## config.mk

```make
export PLATFORM = sky130hd
export DESIGN_NAME = box_region_table_point_locate_flat
export DESIGN_NICKNAME = d
export VERILOG_FILES = /design/src/brtpl_pkg.sv /design/src/brtpl_in_if.sv /design/src/brtpl_out_if.sv /design/src/brtpl_span_cmp.sv /design/src/box_region_table_point_locate.sv /design/src/flat_wrapper.sv
export VERILOG_INCLUDE_DIRS = /design/src /design/src/src
export SDC_FILE = /design/constraint.sdc
export NUM_CORES = 2
export LEC_CHECK = 0
export BUFFER_PORTS_ARGS = -buffer_cell sky130_fd_sc_hd__buf_2
export CAP_MARGIN = 20
export CORE_AREA = 5 5 358 395
export CTS_CLUSTER_DIAMETER = 50
export CTS_CLUSTER_SIZE = 25
export DETAILED_ROUTE_END_ITERATION = 8
export DIE_AREA = 0 0 363 400
export PLACE_DENSITY_LB_ADDON = 0.15
export SLEW_MARGIN = 40
export SYNTH_ARGS = -nofsm -noshare
export SYNTH_HDL_FRONTEND = slang
export SYNTH_SLANG_ARGS = --single-unit
```

## constraint.sdc

```tcl
create_clock -name clk_i -period 33.8 [get_ports clk_i]
set_input_delay 1.69 -clock clk_i [delete_from_list [all_inputs] [get_ports clk_i]]
set_output_delay 1.69 -clock clk_i [all_outputs]
set_load 0.02 [all_outputs]
```

## src/box_region_table_point_locate_defines.svh

```systemverilog
// Assertion macros shared by the box region table RTL.
`ifndef BOX_REGION_TABLE_POINT_LOCATE_DEFINES_SVH
`define BOX_REGION_TABLE_POINT_LOCATE_DEFINES_SVH

// Checks that a condition holds at every rising clock edge outside reset.
`define BRTPL_ASSERT_ALWAYS(lbl, clk, rstn, cond, msg) \
  lbl: assert property (@(posedge clk) disable iff (!rstn) (cond)) else $error(msg);

// Checks that a consequent holds in the same cycle as its antecedent.
`define BRTPL_ASSERT_IMP(lbl, clk, rstn, ante, cons, msg) \
  lbl: assert property (@(posedge clk) disable iff (!rstn) (ante) |-> (cons)) else $error(msg);

// Checks that a consequent holds in the cycle after its antecedent.
`define BRTPL_ASSERT_NEXT(lbl, clk, rstn, ante, cons, msg) \
  lbl: assert property (@(posedge clk) disable iff (!rstn) (ante) |=> (cons)) else $error(msg);

`endif

```

## src/brtpl_pkg.sv

```systemverilog
// Shared types and constants of the box region table.
`default_nettype none

package brtpl_pkg;

  // Fixed field widths of the channels and the configuration port.
  localparam int unsigned FW        = 16;
  localparam int unsigned GW        = 17;
  localparam int unsigned SIDX_W    = 4;
  localparam int unsigned BIDX_W    = 4;
  localparam int unsigned ST_W      = 3;
  localparam int unsigned CFG_IDX_W = 2;
  localparam int unsigned AXES      = 3;

  localparam logic OP_ADD    = 1'b0;
  localparam logic OP_LOCATE = 1'b1;

  localparam logic [ST_W-1:0] ST_OK        = 3'd0;
  localparam logic [ST_W-1:0] ST_NOT_FOUND = 3'd1;
  localparam logic [ST_W-1:0] ST_BAD_BOX   = 3'd2;
  localparam logic [ST_W-1:0] ST_FULL      = 3'd3;
  localparam logic [ST_W-1:0] ST_BAD_START = 3'd4;

  localparam logic [CFG_IDX_W-1:0] REG_GRID_X = 2'd0;
  localparam logic [CFG_IDX_W-1:0] REG_GRID_Y = 2'd1;
  localparam logic [CFG_IDX_W-1:0] REG_GRID_Z = 2'd2;

  localparam logic [GW-1:0] GRID_RESET = 17'd65536;

  // One axis of a range check: lo <= val <= hi.
  typedef struct packed {
    logic [GW-1:0] lo;
    logic [GW-1:0] val;
    logic [GW-1:0] hi;
  } span_t;

  typedef span_t [AXES-1:0] span_set_t;

endpackage

`default_nettype wire

```

## src/brtpl_in_if.sv

```systemverilog
// Input channel of the box region table: one add or locate item per transfer.
`default_nettype none

interface brtpl_in_if;
  import brtpl_pkg::*;

  logic              valid;
  logic              ready;
  logic              opcode;
  logic [FW-1:0]     box_x_first;
  logic [FW-1:0]     box_x_last;
  logic [FW-1:0]     box_y_first;
  logic [FW-1:0]     box_y_last;
  logic [FW-1:0]     box_z_first;
  logic [FW-1:0]     box_z_last;
  logic [FW-1:0]     point_x;
  logic [FW-1:0]     point_y;
  logic [FW-1:0]     point_z;
  logic [SIDX_W-1:0] start_index;

  modport source (
    output valid, opcode, box_x_first, box_x_last, box_y_first, box_y_last,
           box_z_first, box_z_last, point_x, point_y, point_z, start_index,
    input  ready
  );

  modport sink (
    input  valid, opcode, box_x_first, box_x_last, box_y_first, box_y_last,
           box_z_first, box_z_last, point_x, point_y, point_z, start_index,
    output ready
  );
endinterface

`default_nettype wire

```

## src/brtpl_out_if.sv

```systemverilog
// Result channel of the box region table: status and entry index per transfer.
`default_nettype none

interface brtpl_out_if;
  import brtpl_pkg::*;

  logic              valid;
  logic              ready;
  logic [ST_W-1:0]   status;
  logic [BIDX_W-1:0] block_index;

  modport source (
    output valid, status, block_index,
    input  ready
  );

  modport sink (
    input  valid, status, block_index,
    output ready
  );
endinterface

`default_nettype wire

```

## src/brtpl_span_cmp.sv

```systemverilog
// Shared three-axis range comparator used by both box checks and point search.
`default_nettype none

module brtpl_span_cmp (
  input  brtpl_pkg::span_set_t spans_i,
  output logic                 all_in_o
);
  import brtpl_pkg::*;

  logic [AXES-1:0] axis_in;

  always_comb begin
    for (int a = 0; a < AXES; a++) begin
      axis_in[a] = (spans_i[a].lo <= spans_i[a].val) && (spans_i[a].val <= spans_i[a].hi);
    end
  end

  assign all_in_o = &axis_in;
endmodule

`default_nettype wire

```

## src/box_region_table_point_locate.sv

```systemverilog
// An add item passes from its transfer through the add state and the done state to the
// output register. A locate item passes through the search state and the done state: the
// search walks the valid entries in circular order from the start index, one entry per
// cycle through the single read port of the box memory and one shared range comparator,
// and stops at the first box that holds the point. A start index not below the entry
// count skips the search and goes straight to the done state. The input is not ready while
// an item is in progress and becomes ready again as the result is loaded into the output
// register, so no new item is taken before the last one is through. A result waiting in
// the output register does not block the next input transfer, but that item then waits
// in its last state, with the input held off, until the register is free.
`default_nettype none
`include "box_region_table_point_locate_defines.svh"

module box_region_table_point_locate #(
  parameter int unsigned MAX_BLOCKS = 16,
  parameter int unsigned COORD_BITS = 16
) (
  input  wire                             clk_i,
  input  wire                             rst_ni,
  input  wire                             cfg_we_i,
  input  wire [brtpl_pkg::CFG_IDX_W-1:0]  cfg_index_i,
  input  wire [brtpl_pkg::GW-1:0]         cfg_data_i,
  brtpl_in_if.sink                        item_i,
  brtpl_out_if.source                     res_o
);
  import brtpl_pkg::*;

  localparam int unsigned CW   = (COORD_BITS < FW) ? COORD_BITS : FW;
  localparam int unsigned IW   = (MAX_BLOCKS > 1) ? $clog2(MAX_BLOCKS) : 1;
  localparam int unsigned CNTW = $clog2(MAX_BLOCKS + 1);
  localparam int unsigned CMPA = (CNTW > IW + 1) ? CNTW : IW + 1;
  localparam int unsigned CMPW = (CMPA > SIDX_W) ? CMPA : SIDX_W;
  localparam int unsigned EW   = 6 * CW;

  typedef enum logic [1:0] {
    S_IDLE,
    S_ADD,
    S_SCAN,
    S_DONE
  } state_e;

  typedef struct packed {
    logic [CW-1:0] x_first;
    logic [CW-1:0] x_last;
    logic [CW-1:0] y_first;
    logic [CW-1:0] y_last;
    logic [CW-1:0] z_first;
    logic [CW-1:0] z_last;
  } box_t;

  state_e            state_q, state_d;
  logic [GW-1:0]     grid_x_q, grid_x_d;
  logic [GW-1:0]     grid_y_q, grid_y_d;
  logic [GW-1:0]     grid_z_q, grid_z_d;
  logic [CNTW-1:0]   count_q, count_d;
  logic [IW-1:0]     cur_q, cur_d;
  logic [CNTW-1:0]   n_q, n_d;
  box_t              box_q, box_d;
  logic [CW-1:0]     px_q, px_d, py_q, py_d, pz_q, pz_d;
  logic [ST_W-1:0]   res_st_q, res_st_d;
  logic [IW-1:0]     res_idx_q, res_idx_d;
  logic              out_valid_q, out_valid_d;
  logic [ST_W-1:0]   out_st_q, out_st_d;
  logic [BIDX_W-1:0] out_idx_q, out_idx_d;

  logic [EW-1:0]     mem [MAX_BLOCKS];
  logic [EW-1:0]     rdata_q;
  box_t              entry;
  logic              mem_we;

  span_set_t         spans;
  logic              span_ok;
  logic              grid_nz;
  logic              accept;
  logic [CMPW-1:0]   cur_inc;

  assign entry   = box_t'(rdata_q);
  assign accept  = item_i.valid && item_i.ready;
  assign grid_nz = (grid_x_q != '0) && (grid_y_q != '0) && (grid_z_q != '0);
  assign cur_inc = CMPW'(cur_q) + CMPW'(1);

  assign item_i.ready      = (state_q == S_IDLE);
  assign res_o.valid       = out_valid_q;
  assign res_o.status      = out_st_q;
  assign res_o.block_index = out_idx_q;

  // The comparator checks a new box against the grid in the add state and a stored
  // box against the point during the search.
  always_comb begin
    if (state_q == S_ADD) begin
      spans[0] = '{lo: GW'(box_q.x_first), val: GW'(box_q.x_last), hi: grid_x_q - GW'(1)};
      spans[1] = '{lo: GW'(box_q.y_first), val: GW'(box_q.y_last), hi: grid_y_q - GW'(1)};
      spans[2] = '{lo: GW'(box_q.z_first), val: GW'(box_q.z_last), hi: grid_z_q - GW'(1)};
    end else begin
      spans[0] = '{lo: GW'(entry.x_first), val: GW'(px_q), hi: GW'(entry.x_last)};
      spans[1] = '{lo: GW'(entry.y_first), val: GW'(py_q), hi: GW'(entry.y_last)};
      spans[2] = '{lo: GW'(entry.z_first), val: GW'(pz_q), hi: GW'(entry.z_last)};
    end
  end

  brtpl_span_cmp u_cmp (
    .spans_i  (spans),
    .all_in_o (span_ok)
  );

  always_comb begin
    state_d     = state_q;
    grid_x_d    = grid_x_q;
    grid_y_d    = grid_y_q;
    grid_z_d    = grid_z_q;
    count_d     = count_q;
    cur_d       = cur_q;
    n_d         = n_q;
    box_d       = box_q;
    px_d        = px_q;
    py_d        = py_q;
    pz_d        = pz_q;
    res_st_d    = res_st_q;
    res_idx_d   = res_idx_q;
    out_valid_d = out_valid_q && !res_o.ready;
    out_st_d    = out_st_q;
    out_idx_d   = out_idx_q;
    mem_we      = 1'b0;

    if (cfg_we_i) begin
      unique case (cfg_index_i)
        REG_GRID_X: grid_x_d = cfg_data_i;
        REG_GRID_Y: grid_y_d = cfg_data_i;
        REG_GRID_Z: grid_z_d = cfg_data_i;
        default: ;
      endcase
    end

    unique case (state_q)
      S_IDLE: begin
        if (accept) begin
          box_d = '{x_first: item_i.box_x_first[CW-1:0], x_last: item_i.box_x_last[CW-1:0],
                    y_first: item_i.box_y_first[CW-1:0], y_last: item_i.box_y_last[CW-1:0],
                    z_first: item_i.box_z_first[CW-1:0], z_last: item_i.box_z_last[CW-1:0]};
          px_d  = item_i.point_x[CW-1:0];
          py_d  = item_i.point_y[CW-1:0];
          pz_d  = item_i.point_z[CW-1:0];
          cur_d = IW'(item_i.start_index);
          n_d   = '0;
          if (item_i.opcode == OP_ADD) begin
            state_d = S_ADD;
          end else if (CMPW'(item_i.start_index) >= CMPW'(count_q)) begin
            res_st_d  = ST_BAD_START;
            res_idx_d = '0;
            state_d   = S_DONE;
          end else begin
            state_d = S_SCAN;
          end
        end
      end
      S_ADD: begin
        res_idx_d = '0;
        if (!(span_ok && grid_nz)) begin
          res_st_d = ST_BAD_BOX;
        end else if (CMPW'(count_q) >= CMPW'(MAX_BLOCKS)) begin
          res_st_d = ST_FULL;
        end else begin
          mem_we    = 1'b1;
          res_idx_d = count_q[IW-1:0];
          res_st_d  = ST_OK;
          count_d   = count_q + CNTW'(1);
        end
        state_d = S_DONE;
      end
      S_SCAN: begin
        // The read data always belongs to cur_q: the read address follows cur_d.
        if (span_ok) begin
          res_st_d  = ST_OK;
          res_idx_d = cur_q;
          state_d   = S_DONE;
        end else if (n_q + CNTW'(1) == count_q) begin
          res_st_d  = ST_NOT_FOUND;
          res_idx_d = '0;
          state_d   = S_DONE;
        end else begin
          n_d   = n_q + CNTW'(1);
          cur_d = (cur_inc == CMPW'(count_q)) ? '0 : cur_inc[IW-1:0];
        end
      end
      S_DONE: begin
        if (!out_valid_q || res_o.ready) begin
          out_valid_d = 1'b1;
          out_st_d    = res_st_q;
          out_idx_d   = BIDX_W'(res_idx_q);
          state_d     = S_IDLE;
        end
      end
      default: state_d = S_IDLE;
    endcase
  end

  always_ff @(posedge clk_i or negedge rst_ni) begin
    if (!rst_ni) begin
      state_q     <= S_IDLE;
      grid_x_q    <= GRID_RESET;
      grid_y_q    <= GRID_RESET;
      grid_z_q    <= GRID_RESET;
      count_q     <= '0;
      cur_q       <= '0;
      n_q         <= '0;
      box_q       <= '0;
      px_q        <= '0;
      py_q        <= '0;
      pz_q        <= '0;
      res_st_q    <= ST_OK;
      res_idx_q   <= '0;
      out_valid_q <= 1'b0;
      out_st_q    <= ST_OK;
      out_idx_q   <= '0;
    end else begin
      state_q     <= state_d;
      grid_x_q    <= grid_x_d;
      grid_y_q    <= grid_y_d;
      grid_z_q    <= grid_z_d;
      count_q     <= count_d;
      cur_q       <= cur_d;
      n_q         <= n_d;
      box_q       <= box_d;
      px_q        <= px_d;
      py_q        <= py_d;
      pz_q        <= pz_d;
      res_st_q    <= res_st_d;
      res_idx_q   <= res_idx_d;
      out_valid_q <= out_valid_d;
      out_st_q    <= out_st_d;
      out_idx_q   <= out_idx_d;
    end
  end

  // Box memory: one write port for adds, one registered read port for the search.
  always_ff @(posedge clk_i) begin
    if (mem_we) begin
      mem[count_q[IW-1:0]] <= EW'(box_q);
    end
    rdata_q <= mem[cur_d];
  end

  `BRTPL_ASSERT_ALWAYS(a_count_max, clk_i, rst_ni, CMPW'(count_q) <= CMPW'(MAX_BLOCKS), "entry count beyond table size")
  `BRTPL_ASSERT_IMP(a_scan_cur, clk_i, rst_ni, state_q == S_SCAN, CMPW'(cur_q) < CMPW'(count_q), "search index outside valid entries")
  `BRTPL_ASSERT_IMP(a_scan_len, clk_i, rst_ni, state_q == S_SCAN, n_q < count_q, "search ran past the entry count")
  `BRTPL_ASSERT_NEXT(a_busy, clk_i, rst_ni, accept, state_q != S_IDLE, "accepted item left no work in progress")
endmodule

`default_nettype wire

```

## src/flat_wrapper.sv

```systemverilog
// flat-port wrapper written by rule: the top's interface ports become plain ports
module box_region_table_point_locate_flat import brtpl_pkg::*;
#(
  parameter int unsigned MAX_BLOCKS = 16,
  parameter int unsigned COORD_BITS = 16
)
  (clk_i, rst_ni, cfg_we_i, cfg_index_i, cfg_data_i, item_i_valid, item_i_opcode, item_i_box_x_first, item_i_box_x_last, item_i_box_y_first, item_i_box_y_last, item_i_box_z_first, item_i_box_z_last, item_i_point_x, item_i_point_y, item_i_point_z, item_i_start_index, item_i_ready, res_o_valid, res_o_status, res_o_block_index, res_o_ready);
  brtpl_in_if item_i_i ();
  brtpl_out_if res_o_i ();
  input  wire clk_i;
  input  wire rst_ni;
  input  wire cfg_we_i;
  input  wire [brtpl_pkg::CFG_IDX_W-1:0] cfg_index_i;
  input  wire [brtpl_pkg::GW-1:0] cfg_data_i;
  input wire logic [$bits(item_i_i.valid)-1:0] item_i_valid;
  input wire logic [$bits(item_i_i.opcode)-1:0] item_i_opcode;
  input wire logic [$bits(item_i_i.box_x_first)-1:0] item_i_box_x_first;
  input wire logic [$bits(item_i_i.box_x_last)-1:0] item_i_box_x_last;
  input wire logic [$bits(item_i_i.box_y_first)-1:0] item_i_box_y_first;
  input wire logic [$bits(item_i_i.box_y_last)-1:0] item_i_box_y_last;
  input wire logic [$bits(item_i_i.box_z_first)-1:0] item_i_box_z_first;
  input wire logic [$bits(item_i_i.box_z_last)-1:0] item_i_box_z_last;
  input wire logic [$bits(item_i_i.point_x)-1:0] item_i_point_x;
  input wire logic [$bits(item_i_i.point_y)-1:0] item_i_point_y;
  input wire logic [$bits(item_i_i.point_z)-1:0] item_i_point_z;
  input wire logic [$bits(item_i_i.start_index)-1:0] item_i_start_index;
  output wire logic [$bits(item_i_i.ready)-1:0] item_i_ready;
  output wire logic [$bits(res_o_i.valid)-1:0] res_o_valid;
  output wire logic [$bits(res_o_i.status)-1:0] res_o_status;
  output wire logic [$bits(res_o_i.block_index)-1:0] res_o_block_index;
  input wire logic [$bits(res_o_i.ready)-1:0] res_o_ready;
  assign item_i_i.valid = item_i_valid;
  assign item_i_i.opcode = item_i_opcode;
  assign item_i_i.box_x_first = item_i_box_x_first;
  assign item_i_i.box_x_last = item_i_box_x_last;
  assign item_i_i.box_y_first = item_i_box_y_first;
  assign item_i_i.box_y_last = item_i_box_y_last;
  assign item_i_i.box_z_first = item_i_box_z_first;
  assign item_i_i.box_z_last = item_i_box_z_last;
  assign item_i_i.point_x = item_i_point_x;
  assign item_i_i.point_y = item_i_point_y;
  assign item_i_i.point_z = item_i_point_z;
  assign item_i_i.start_index = item_i_start_index;
  assign item_i_ready = item_i_i.ready;
  assign res_o_valid = res_o_i.valid;
  assign res_o_status = res_o_i.status;
  assign res_o_block_index = res_o_i.block_index;
  assign res_o_i.ready = res_o_ready;
  box_region_table_point_locate #(.MAX_BLOCKS(MAX_BLOCKS), .COORD_BITS(COORD_BITS)) u_core (.clk_i(clk_i), .rst_ni(rst_ni), .cfg_we_i(cfg_we_i), .cfg_index_i(cfg_index_i), .cfg_data_i(cfg_data_i), .item_i(item_i_i), .res_o(res_o_i));
endmodule
```

==> impl_metrics.json <==
{
  "status": "complete, no violations",
  "syn_nets": 5090,
  "synth_xor_area_frac": 0.005051,
  "cts_tree": "done",
  "placed_cell_area_sq_mm": 0.07768,
  "ioPinCount": 182,
  "tightest_slew_ns": 0.8786,
  "drive_above_1_share": 0.1685,
  "synth.avg_cell_area_sq_um": 15.52,
  "fp.dieH_microns": 400,
  "port_buffers": 181,
  "fmax_mhz": 120.0,
  "cp_max_fo": 85,
  "regArea_sq_mm": 0.05371,
  "ys_types": 80,
  "fin_worst_skew_ns": 0.04180,
  "ant_nets": 0,
  "fin_ws_ns": 25.47,
  "hold_buffers": 0,
  "drv_cap": 0,
  "worst_path_largest_cell_delay_ns": 0.70,
  "ctsResizeCount": 0,
  "required_ns": 34.48,
  "grt_pass1_wl_mm": 289.4,
  "hp-start": "u_core.res_o.block_index[0]",
  "grt_usage": 0.2726,
  "whs_endpoint": "u_core.res_o.block_index[0]",
  "period_share": 0.2466,
  "path_class": "flop to flop",
  "hold_path_class": "flop to flop",
  "r2r-start": "u_core.state_q[1]",
  "synthAdderAreaFrac": 0.01896,
  "n_fill_cell": 10230,
  "wl_mm": 199.4,
  "syn-instance-count": 4804,
  "setup_viol": 0,
  "synth_compound_area_frac": 0.08631,
  "dp_hpwl_mm": 110.5,
  "end_kind": "flop",
  "synthMuxAreaShare": 0.08267,
  "synthArstFlopShare": 0.1216,
  "fin_crit_ns": 8.335,
  "die-area_sq_mm": 0.1452,
  "startpoint_type": "flop",
  "grt_max_degree": 194,
  "h-tree-depth": 4,
  "slew_violations": 0,
  "num_rows": 143,
  "viasPerCell": 6.343,
  "final_cell_area_sq_mm": 0.08307,
  "cts.sinks": 1858,
  "ys_seq_area_frac": 0.7203,
  "slowest_stage": "buf_6",
  "cts_made_buffers": 147,
  "synth-simple-area-share": 0.06458,
  "die_w_microns": 363,
  "drc": 0,
  "synth.top_cell.area_share": 0.6187,
  "synth_area_leaders": "edfxtp_1 62%, dfrtp_1 7.5%, mux2i_1 4.6%",
  "drt_iter0_drc": 5089,
  "synth.most_common_cell": "edfxtp_1",
  "synthTopCellsByCount": "1536 x edfxtp_1, 457 x nand2_1, 339 x mux2i_1, 246 x mux2_2, 223 x dfrtp_1",
  "drt_first_pass_iters": 8,
  "clkLatencyLatePin_ns": 0.82,
  "gp_congestion": 0.8735,
  "clockRootBuffer": "clkbuf_16",
  "cts_setup_buffers": 0,
  "crit_chain": "inv_1, ha_4, buf_4, mux2_2, ha_1, a21o_1, a21oi_1, or3b_2, o31ai_2, o2111a_1, a21boi_4, nor2_4, buf_4, buf_12, buf_16, buf_6, buf_6, mux2i_1, a32oi_1, and4_1",
  "min_path_cells": 2,
  "multi_input_area_sq_mm": 0.01941,
  "r2r_end": "u_core.entry[74]",
  "ff2ff_setup_slack_ns": 25.47,
  "yosys_most_used_dff": "edfxtp_1",
  "grt_pass1_vias": 42280,
  "core_sq_mm": 0.1372,
  "dp_slack_ns": 25.39,
  "cts_buffer_depth": 3,
  "wire_per_inst_microns": 28.97,
  "whs_ns": 0.4714,
  "synth_warnings": 0,
  "relSlewSlack": 0.4143,
  "path_clk_slew_ns": 0.07,
  "final.setup.tns_ns": 0,
  "start_util": 0.5433,
  "vias": 43660,
  "gr-total-overflow": 0,
  "antenna_found_initial": 15,
  "critPathArrivalTime_ns": 9.02,
  "rsz0062_at_grt": "no",
  "synth_top_family_by_area": "compound AO/OA/AOI/OAI gates",
  "synth_top_area_cell": "edfxtp_1",
  "synth_area_sq_mm": 0.07456,
  "hold_viol_final": 0,
  "ys_ff_latch": 1858,
  "synth_enable_flop_cells": 1536,
  "reg2reg_depth": 20,
  "final_nets": 5227,
  "syn2layout_area_growth_pct": 11.43
}
-- layout by cell type, fill, tap and decap left out, types with 112 or more instances in the layout --
cell	count
a22oi_1	195
a32oi_1	191
buf_2	180
clkbuf_16	152
dfrtp_1	223
edfxtp_1	1536
ha_1	112
mux2_2	246
mux2i_1	339
nand2_1	456
nand3_1	135
o21ai_0	176
-- registers in the layout, indices dropped and copies added, names as in the netlist --
signal,cells
u_core.grid_y_q,17
u_core.res_st_q,3
u_core.py_q,16
u_core.res_o.status,3
u_core.count_q,5
u_core.state_q,2
u_core.n_q,5
u_core.pz_q,16
u_core.box_q,96
u_core.mem,1536
u_core.entry,96
u_core.res_o.block_index,4
u_core.res_idx_q,4
u_core.res_o.valid,1
u_core.cur_q,4
u_core.grid_z_q,17
u_core.grid_x_q,17
u_core.px_q,16
-- area by class of cell --
cell class,count,area share
multi-input cells,2571,0.2336
clock inverters,116,0.01740
well taps,1812,0.02729
diodes,3,0.00009037
flip-flops and latches,1858,0.6465
repair buffers,281,0.02475
inverters,82,0.003916
clock buffers,159,0.04646
-- worst max-delay path, delay by kind of cell, from the launching register on --
kind / cells / cell delay, ns
compound gates: 6 / 1.60
flops: 1 / 0.42
fa+ha+maj: 2 / 0.83
simple gates: 3 / 0.96
mux: 2 / 0.68
buf+inv: 7 / 3.32
-- worst max-delay path by stage --
stage | start | endpoint | slack (ns) | depth (start not counted)
after floorplan | u_core.state_q[1] | u_core.mem[2][0] | 21.89 | 18
after global placement | u_core.state_q[1] | u_core.entry[61] | 25.04 | 19
after detailed placement | u_core.state_q[1] | u_core.entry[62] | 25.39 | 19
after CTS | u_core.state_q[1] | u_core.entry[62] | 25.36 | 19
after global routing | u_core.state_q[1] | u_core.entry[74] | 25.08 | 22
final | u_core.state_q[1] | u_core.entry[74] | 25.47 | 20
-- cells by family (layout without fill, tap and decap cells) --
| kind of cell | count (synthesis) | count (layout) |
|---|---|---|
| fa+ha+maj | 113 | 113 |
| buf+inv | 375 | 638 |
| flops | 1858 | 1858 |
| simple gates | 945 | 945 |
| xor+xnor | 43 | 43 |
| mux | 585 | 585 |
| other cells | 0 | 3 |
| compound gates | 885 | 885 |
-- layer usage --
layer	up-vias	routed length (microns)	GRT usage
li1	19060	-	-
met3	296	19080	0.06534
met4	8	4457	0.06937
met2	1976	92610	0.4314
met1	22320	83170	0.3861
met5	-	47	0
-- through the flow --
stage	instances	utilization
global route	6879	0.6053
floorplan	4804	-
CTS	6876	0.6047
detailed placement	6601	0.5660
global placement	6585	0.5633
finish	6882	0.6054
Power is left out: the tool's default activity adds up to more than one toggle a clock period on the data nets, which glitch-free logic cannot reach.
